$ cat config.mk
export PLATFORM = sky130hd
export DESIGN_NAME = stable_priority_task_queue_flat
export DESIGN_NICKNAME = d
export VERILOG_FILES = /design/src/rtl/spq_pkg.sv /design/src/rtl/spq_ifs.sv /design/src/rtl/stable_priority_task_queue.sv /design/src/flat_wrapper.sv
export SDC_FILE = /design/constraint.sdc
export NUM_CORES = 1
export LEC_CHECK = 0
export ABC_AREA = 1
export BUFFER_PORTS_ARGS = -buffer_cell sky130_fd_sc_hd__buf_2
export CAP_MARGIN = 20
export CELL_PAD_IN_SITES_DETAIL_PLACEMENT = 1
export CELL_PAD_IN_SITES_GLOBAL_PLACEMENT = 2
export CORE_MARGIN = 4
export CORE_UTILIZATION = 39
export CTS_BUF_LIST = sky130_fd_sc_hd__clkbuf_4
export CTS_CLUSTER_DIAMETER = 120
export DETAILED_ROUTE_END_ITERATION = 8
export PLACE_DENSITY = 0.85
export SLEW_MARGIN = 10
export SYNTH_ARGS = -nofsm -noshare
export SYNTH_HDL_FRONTEND = slang
export SYNTH_SLANG_ARGS = --single-unit
$ cat constraint.sdc
create_clock -name i_clk -period 4.68 [get_ports i_clk]
set_input_delay 0.936 -clock i_clk [delete_from_list [all_inputs] [get_ports i_clk]]
set_output_delay 0.936 -clock i_clk [all_outputs]
set_load 0.05 [all_outputs]
$ cat src/rtl/spq_pkg.sv
// Shared widths, codes and types of the stable priority task queue.
package spq_pkg;

    localparam int DEPTH  = 16;
    localparam int IDX_W  = (DEPTH > 1) ? $clog2(DEPTH) : 1;
    localparam int CNT_W  = $clog2(DEPTH + 1);

    localparam int CMD_W  = 2;
    localparam int ID_W   = 16;
    localparam int PRI_W  = 8;
    localparam int TIME_W = 16;
    localparam int STAT_W = 3;

    localparam logic [CMD_W-1:0] CMD_ADD  = 2'd0;
    localparam logic [CMD_W-1:0] CMD_EXEC = 2'd1;
    localparam logic [CMD_W-1:0] CMD_LIST = 2'd2;

    localparam logic [STAT_W-1:0] ST_ADDED  = 3'd0;
    localparam logic [STAT_W-1:0] ST_EXEC   = 3'd1;
    localparam logic [STAT_W-1:0] ST_LISTED = 3'd2;
    localparam logic [STAT_W-1:0] ST_EMPTY  = 3'd3;
    localparam logic [STAT_W-1:0] ST_FULL   = 3'd4;

    typedef struct packed {
        logic [ID_W-1:0]   id;
        logic [PRI_W-1:0]  pri;
        logic [TIME_W-1:0] run_time;
    } t_task;

endpackage

$ cat src/rtl/spq_ifs.sv
// Command and response channel interfaces of the task queue.
interface spq_cmd_if import spq_pkg::*; ();
    logic              valid;
    logic              ready;
    logic [CMD_W-1:0]  command;
    logic [ID_W-1:0]   task_id;
    logic [PRI_W-1:0]  task_priority;
    logic [TIME_W-1:0] run_time;

    modport source (output valid, command, task_id, task_priority, run_time, input ready);
    modport sink   (input valid, command, task_id, task_priority, run_time, output ready);
endinterface

interface spq_rsp_if import spq_pkg::*; ();
    logic              valid;
    logic              ready;
    logic [STAT_W-1:0] status;
    logic [ID_W-1:0]   out_id;
    logic [PRI_W-1:0]  out_priority;
    logic [TIME_W-1:0] out_time;
    logic              last;

    modport source (output valid, status, out_id, out_priority, out_time, last, input ready);
    modport sink   (input valid, status, out_id, out_priority, out_time, last, output ready);
endinterface

$ cat src/rtl/stable_priority_task_queue.sv
// Stable priority task queue: up to DEPTH tasks held in service order in a register
// file, highest priority first and first-come among equal priorities. One word is
// taken at a time; i_in.ready is high only while the sequencer is idle. A single
// read port and priority comparator walk the store one entry per cycle: an add
// scans from the tail and shifts lower-priority entries back, then posts the
// response; an execute posts the front task and shifts the rest forward; a list
// sends one word per stored entry per cycle while the output is free. Full and
// empty commands go straight to the response state; an unused command is taken
// with no response. A registered output stage holds each response word until it
// is taken.
module stable_priority_task_queue import spq_pkg::*; (
    input  logic       i_clk,
    input  logic       i_rst_n,
    spq_cmd_if.sink    i_in,
    spq_rsp_if.source  o_out
);

    typedef enum logic [2:0] {
        S_IDLE,
        S_INSERT,
        S_REMOVE,
        S_LIST,
        S_RESP
    } t_state;

    typedef struct packed {
        logic [STAT_W-1:0] status;
        t_task             item;
        logic              last;
    } t_rsp;

    t_state            r_state, n_state;
    logic [CNT_W-1:0]  r_count, n_count;
    logic [IDX_W-1:0]  r_ptr, n_ptr;
    t_task             r_new, n_new;
    t_task             r_pend, n_pend;
    logic [STAT_W-1:0] r_pend_status, n_pend_status;
    logic              r_out_valid, n_out_valid;
    t_rsp              r_out, n_out;
    t_task             r_store [DEPTH];

    logic [IDX_W-1:0]  w_rd_addr;
    t_task             w_rd;
    logic              w_we;
    logic [IDX_W-1:0]  w_wa;
    t_task             w_wd;
    logic              w_slot_free;
    logic              w_accept;
    logic [CNT_W-1:0]  w_ptr_inc;
    logic              w_list_last;

    assign i_in.ready  = (r_state == S_IDLE);
    assign w_accept    = i_in.valid && (r_state == S_IDLE);
    assign w_slot_free = !r_out_valid || o_out.ready;
    assign w_ptr_inc   = CNT_W'(r_ptr) + CNT_W'(1);
    assign w_list_last = (w_ptr_inc == r_count);

    always_comb begin
        unique case (r_state)
            S_INSERT: w_rd_addr = r_ptr - IDX_W'(1);
            S_REMOVE: w_rd_addr = w_ptr_inc[IDX_W-1:0];
            S_LIST:   w_rd_addr = r_ptr;
            default:  w_rd_addr = '0;
        endcase
    end

    assign w_rd = r_store[w_rd_addr];

    always_comb begin
        n_state       = r_state;
        n_count       = r_count;
        n_ptr         = r_ptr;
        n_new         = r_new;
        n_pend        = r_pend;
        n_pend_status = r_pend_status;
        n_out         = r_out;
        n_out_valid   = r_out_valid && !o_out.ready;
        w_we          = 1'b0;
        w_wa          = r_ptr;
        w_wd          = w_rd;

        unique case (r_state)
            S_IDLE: begin
                if (w_accept) begin
                    case (i_in.command)
                        CMD_ADD: begin
                            if (r_count == CNT_W'(DEPTH)) begin
                                n_pend        = '0;
                                n_pend_status = ST_FULL;
                                n_state       = S_RESP;
                            end else begin
                                n_new.id       = i_in.task_id;
                                n_new.pri      = i_in.task_priority;
                                n_new.run_time = i_in.run_time;
                                n_ptr          = r_count[IDX_W-1:0];
                                n_state        = S_INSERT;
                            end
                        end
                        CMD_EXEC: begin
                            if (r_count == '0) begin
                                n_pend        = '0;
                                n_pend_status = ST_EMPTY;
                                n_state       = S_RESP;
                            end else begin
                                n_pend        = w_rd;
                                n_pend_status = ST_EXEC;
                                n_ptr         = '0;
                                n_state       = S_REMOVE;
                            end
                        end
                        CMD_LIST: begin
                            if (r_count == '0) begin
                                n_pend        = '0;
                                n_pend_status = ST_EMPTY;
                                n_state       = S_RESP;
                            end else begin
                                n_ptr   = '0;
                                n_state = S_LIST;
                            end
                        end
                        default: ;
                    endcase
                end
            end
            S_INSERT: begin
                w_we = 1'b1;
                if (r_ptr == '0 || w_rd.pri >= r_new.pri) begin
                    w_wd          = r_new;
                    n_count       = r_count + CNT_W'(1);
                    n_pend        = '0;
                    n_pend_status = ST_ADDED;
                    n_state       = S_RESP;
                end else begin
                    w_wd  = w_rd;
                    n_ptr = r_ptr - IDX_W'(1);
                end
            end
            S_REMOVE: begin
                if (w_ptr_inc >= r_count) begin
                    n_count = r_count - CNT_W'(1);
                    n_state = S_RESP;
                end else begin
                    w_we  = 1'b1;
                    w_wd  = w_rd;
                    n_ptr = w_ptr_inc[IDX_W-1:0];
                end
            end
            S_LIST: begin
                if (w_slot_free) begin
                    n_out_valid  = 1'b1;
                    n_out.status = ST_LISTED;
                    n_out.item   = w_rd;
                    n_out.last   = w_list_last;
                    if (w_list_last) begin
                        n_state = S_IDLE;
                    end else begin
                        n_ptr = w_ptr_inc[IDX_W-1:0];
                    end
                end
            end
            S_RESP: begin
                if (w_slot_free) begin
                    n_out_valid  = 1'b1;
                    n_out.status = r_pend_status;
                    n_out.item   = r_pend;
                    n_out.last   = 1'b1;
                    n_state      = S_IDLE;
                end
            end
            default: n_state = S_IDLE;
        endcase
    end

    always_ff @(posedge i_clk) begin
        r_ptr         <= n_ptr;
        r_new         <= n_new;
        r_pend        <= n_pend;
        r_pend_status <= n_pend_status;
        r_out         <= n_out;
        if (!i_rst_n) begin
            r_state     <= S_IDLE;
            r_count     <= '0;
            r_out_valid <= 1'b0;
        end else begin
            r_state     <= n_state;
            r_count     <= n_count;
            r_out_valid <= n_out_valid;
        end
    end

    always_ff @(posedge i_clk) begin
        if (w_we) begin
            r_store[w_wa] <= w_wd;
        end
    end

    assign o_out.valid        = r_out_valid;
    assign o_out.status       = r_out.status;
    assign o_out.out_id       = r_out.item.id;
    assign o_out.out_priority = r_out.item.pri;
    assign o_out.out_time     = r_out.item.run_time;
    assign o_out.last         = r_out.last;

endmodule

$ cat src/flat_wrapper.sv
// flat-port wrapper written by rule: the top's interface ports become plain ports
module stable_priority_task_queue_flat import spq_pkg::*;
  (i_clk, i_rst_n, i_in_valid, i_in_command, i_in_task_id, i_in_task_priority, i_in_run_time, i_in_ready, o_out_valid, o_out_status, o_out_out_id, o_out_out_priority, o_out_out_time, o_out_last, o_out_ready);
  spq_cmd_if i_in_i ();
  spq_rsp_if o_out_i ();
  input  logic i_clk;
  input  logic i_rst_n;
  input wire logic [$bits(i_in_i.valid)-1:0] i_in_valid;
  input wire logic [$bits(i_in_i.command)-1:0] i_in_command;
  input wire logic [$bits(i_in_i.task_id)-1:0] i_in_task_id;
  input wire logic [$bits(i_in_i.task_priority)-1:0] i_in_task_priority;
  input wire logic [$bits(i_in_i.run_time)-1:0] i_in_run_time;
  output wire logic [$bits(i_in_i.ready)-1:0] i_in_ready;
  output wire logic [$bits(o_out_i.valid)-1:0] o_out_valid;
  output wire logic [$bits(o_out_i.status)-1:0] o_out_status;
  output wire logic [$bits(o_out_i.out_id)-1:0] o_out_out_id;
  output wire logic [$bits(o_out_i.out_priority)-1:0] o_out_out_priority;
  output wire logic [$bits(o_out_i.out_time)-1:0] o_out_out_time;
  output wire logic [$bits(o_out_i.last)-1:0] o_out_last;
  input wire logic [$bits(o_out_i.ready)-1:0] o_out_ready;
  assign i_in_i.valid = i_in_valid;
  assign i_in_i.command = i_in_command;
  assign i_in_i.task_id = i_in_task_id;
  assign i_in_i.task_priority = i_in_task_priority;
  assign i_in_i.run_time = i_in_run_time;
  assign i_in_ready = i_in_i.ready;
  assign o_out_valid = o_out_i.valid;
  assign o_out_status = o_out_i.status;
  assign o_out_out_id = o_out_i.out_id;
  assign o_out_out_priority = o_out_i.out_priority;
  assign o_out_out_time = o_out_i.out_time;
  assign o_out_last = o_out_i.last;
  assign o_out_i.ready = o_out_ready;
  stable_priority_task_queue u_core (.i_clk(i_clk), .i_rst_n(i_rst_n), .i_in(i_in_i), .o_out(o_out_i));
endmodule
==> run_results.csv <==
group,metric,value,unit
setup_path,r2r_start,"u_core.r_ptr[1]",
route,wl_per_cell,22.7,um
clock_tree,htreeDepth,4,
floorplan,start_util,39.4,%
place,numPortBuffers,91,
power_and_ir_drop,pwr-share-comb,43.1,%
setup_path,cp_max_fo,44,
hold_path,min-delay-start,"i_rst_n",
synthesis,yosysWarnings,0,
setup_path,arrival,5.18,ns
global_route,grt_max_degree,93,
timing,clock.fmax,228,MHz
power_and_ir_drop,p_int,18000,uW
timing,setup_viol,0,
floorplan,die-area,0.0927,mm^2
place,hpwlAfterDp,58000,um
status,outcome,"finished clean",
timing,worst_pin_slew,1.09,ns
timing,fin_crit_sh,93.7,%
clock_tree,path_clk_slew,0.07,ns
floorplan,rows,108,
route,drt-initial-drc-count,2181,
power_and_ir_drop,leakage,0.0164,uW
synthesis,synthCells,3209,
clock_tree,clk_latency,1.12,ns
synthesis,synth_commonest_cells,"edfxtp_1, nand3_1, nand2_1",
route,drc,0,
clock_tree,cts_buffers,203,
flow_run,maxCapViolations,0,
synthesis,seq_area_frac_synth,68.0,%
synthesis,ys_seq_elements,780,
timing,fin_tns_setup,0,ns
floorplan,die_w,305,um
final_layout,drive_gt1_share,14.9,%
clock_tree,post_cts_buffers,0,
synthesis,syn_avg_cell_area,10.7,um^2
route,ant_nets,0,
synthesis,synth_cell_types,36,
floorplan,ios,92,
floorplan,core_area,0.0870,mm^2
clock_tree,cts_tree,"done",
synthesis,synth_top_area_share,67.5,%
global_route,grt.overflow.total,0,
power_and_ir_drop,peakVddDrop,0.000530,V
place,finalWeightedCongestion,0.785,
clock_tree,clock_path_buffers,3,
synthesis,synth_nets,3279,
power_and_ir_drop,powerDensity,807,mW/mm^2
global_route,grt_use_total,23.1,%
route,viasPerCell,5.26,
timing,maxSlewViolCount,0,
power_and_ir_drop,p_sw_share,43.5,%
power_and_ir_drop,clkPwrFrac,19.0,%
clock_tree,root_buffer,"clkbuf_4",
synthesis,synthesis.area,0.0343,mm^2
synthesis,synthFlopType,"edfxtp_1",
timing,clock_skew,0.0749,ns
hold_path,holdCritPathClass,"primary input to flip-flop",
global_route,grt_pass1_wl,161000,um
route,dr.pass1.iters,7,
power_and_ir_drop,p_switching,13900,uW
final_layout,area_growth,15.2,%
synthesis,async_reset_ff_share,0,%
timing,slew_headroom,27.1,%
place,place_ws,0.390,ns
setup_path,critPathKind,"flip-flop to flip-flop",
final_layout,nets,3523,
timing,rsz0062_at_grt,"false",
setup_path,crit_path_start_kind,"flip-flop",
setup_path,worst_setup_path_end_kind,"flip-flop",
setup_path,worstSetupStartpoint,"u_core.r_ptr[1]",
synthesis,post-synth-top-area-cell,"edfxtp_1",
clock_tree,cts.sinks,780,
synthesis,synth_most_common_cell,"edfxtp_1",
timing,timing.hold.ws,0.163,ns
timing,finalHoldViolCount,0,
timing,period_minus_slack,4.39,ns
synthesis,synth-edff-count,771,
power_and_ir_drop,seqPwrFrac,37.9,%
route,wirelength,108000,um
global_route,grt_pass1_vias,26300,
global_route,antenna_found_initial,3,
setup_path,worstPathRequired,5.47,ns
timing,finalWorstSetupSlack,0.294,ns
floorplan,die_h,305,um
synthesis,synth_area_leaders,"edfxtp_1, nand3_1, nand2_1, inv_1, nand3b_1",
route,vias,25100,
[timing repair]
item / 4_1_cts / 5_1_grt
setup endpoints to repair: 0 / 13
endpoints found under the hold margin: 40 / 0
resized for setup: 0 / 4
hold buffers: 40 / 0
[critical path, cell delays in order (launching register included)]
cell and delay, ns:
edfxtp_1 0.45, inv_1 0.11, ha_1 0.37, nand3_1 0.11
nand2_1 0.12, nor2_8 0.25, buf_12 0.28, nand3_1 0.11
nand3_1 0.10, nand3_1 0.14, nand2_1 0.13, inv_1 0.05
ha_1 0.29, nand2_1 0.07, nand2_1 0.04, nand2_1 0.05
nand2_1 0.04, a21oi_1 0.17, nand2_1 0.09, nand2_2 0.19
buf_12 0.31, nand3_1 0.12, nand2_1 0.41
[layout make-up]
type / count / area [um^2]
sequential: 780 / 23300
multi-input combinational: 1730 / 8350
clock buffer: 289 / 2170
timing repair buffer: 211 / 1760
antenna: 6 / 15.0
fill: 9686 / 47500
tap: 1155 / 1450
inverter: 527 / 1980
clock inverter: 65 / 447
[power by group through the flow]
stage / Clock (uW) / Combinational [uW] / Sequential [uW]
3_5_place_dp: 0 / 13600 / 12200
4_1_cts: 6190 / 13700 / 12100
3_3_place_gp: 0 / 13200 / 12200
6_report: 6050 / 13700 / 12100
5_1_grt: 6580 / 15000 / 12200
2_1_floorplan: 0 / 8150 / 12800
[cell usage in the layout (no fill, tap or decap), drive strengths merged, types with 2 or more instances in the layout]
master,n
nor3,4
dlygate4sd3,40
nand4,6
xnor2,2
bufinv,6
a21oi,47
dfxtp,9
buf,171
diode,6
nand3b,67
clkbuf,289
xor2,4
inv,528
nand3,771
edfxtp,771
nand2,736
ha,23
clkinv,55
nor2,51
clkinvlp,3
o21ai,11
[kinds of logic (layout without fill, tap and decap cells)]
family                   Yosys count  after routing  synth area share (%)
AO/OA/AOI/OAI                     62             62                 0.938
XOR/XNOR                           6              6                 0.153
other                              0              6                     0
AND/OR/NAND/NOR                 1638           1638                  21.8
adder cells (fa/ha/maj)           24             24                 0.898
buffers and inverters            699           1092                  8.16
flip-flops                       780            780                  68.0
[metal layers]
metal	GRT usage, %	up-vias	part of all wire, %
met1	29.2	12600	41
met5	0	-	0
met2	39.5	886	50
li1	-	11400	-
met4	9.06	0	3.1
met3	3.94	224	6.1
[path summary, 6_finish.rpt]
| check | end | slack [ns] | cells past startpoint |
|---|---|---|---|
| min reg2reg | u_core.o_out.status[1] | 0.52 | 1 |
| max | u_core.r_store[6][17] | 0.29 | 22 |
| min | u_core.r_state[0] | 0.16 | 3 |
| max reg2reg | u_core.r_store[6][17] | 0.29 | 22 |
[sequential cells by signal (all words and copies together) (netlist names)]
register and cells:
u_core.r_pend 40, u_core.r_pend_status 3, u_core.r_state 3, u_core.r_store 640, u_core.r_count 5, u_core.o_out.out_time 16
u_core.r_new 40, u_core.o_out.out_priority 8, u_core.r_ptr 4, u_core.o_out.status 3, u_core.o_out.last 1, u_core.o_out.valid 1
u_core.o_out.out_id 16
[through the flow]
stage                     total power [uW]  area, um^2  utilization (%)  std cells
after floorplan                      20900       34300                -       3209
after global placement               25400       36500             41.9       4363
after detailed placement             25800       36500             41.9       4363
after CTS                            32000       39500             45.4       4757
after global routing                 33800       39500             45.4       4763
final                                31900       39500             45.4       4763
Power figures use the tool's default switching activity.
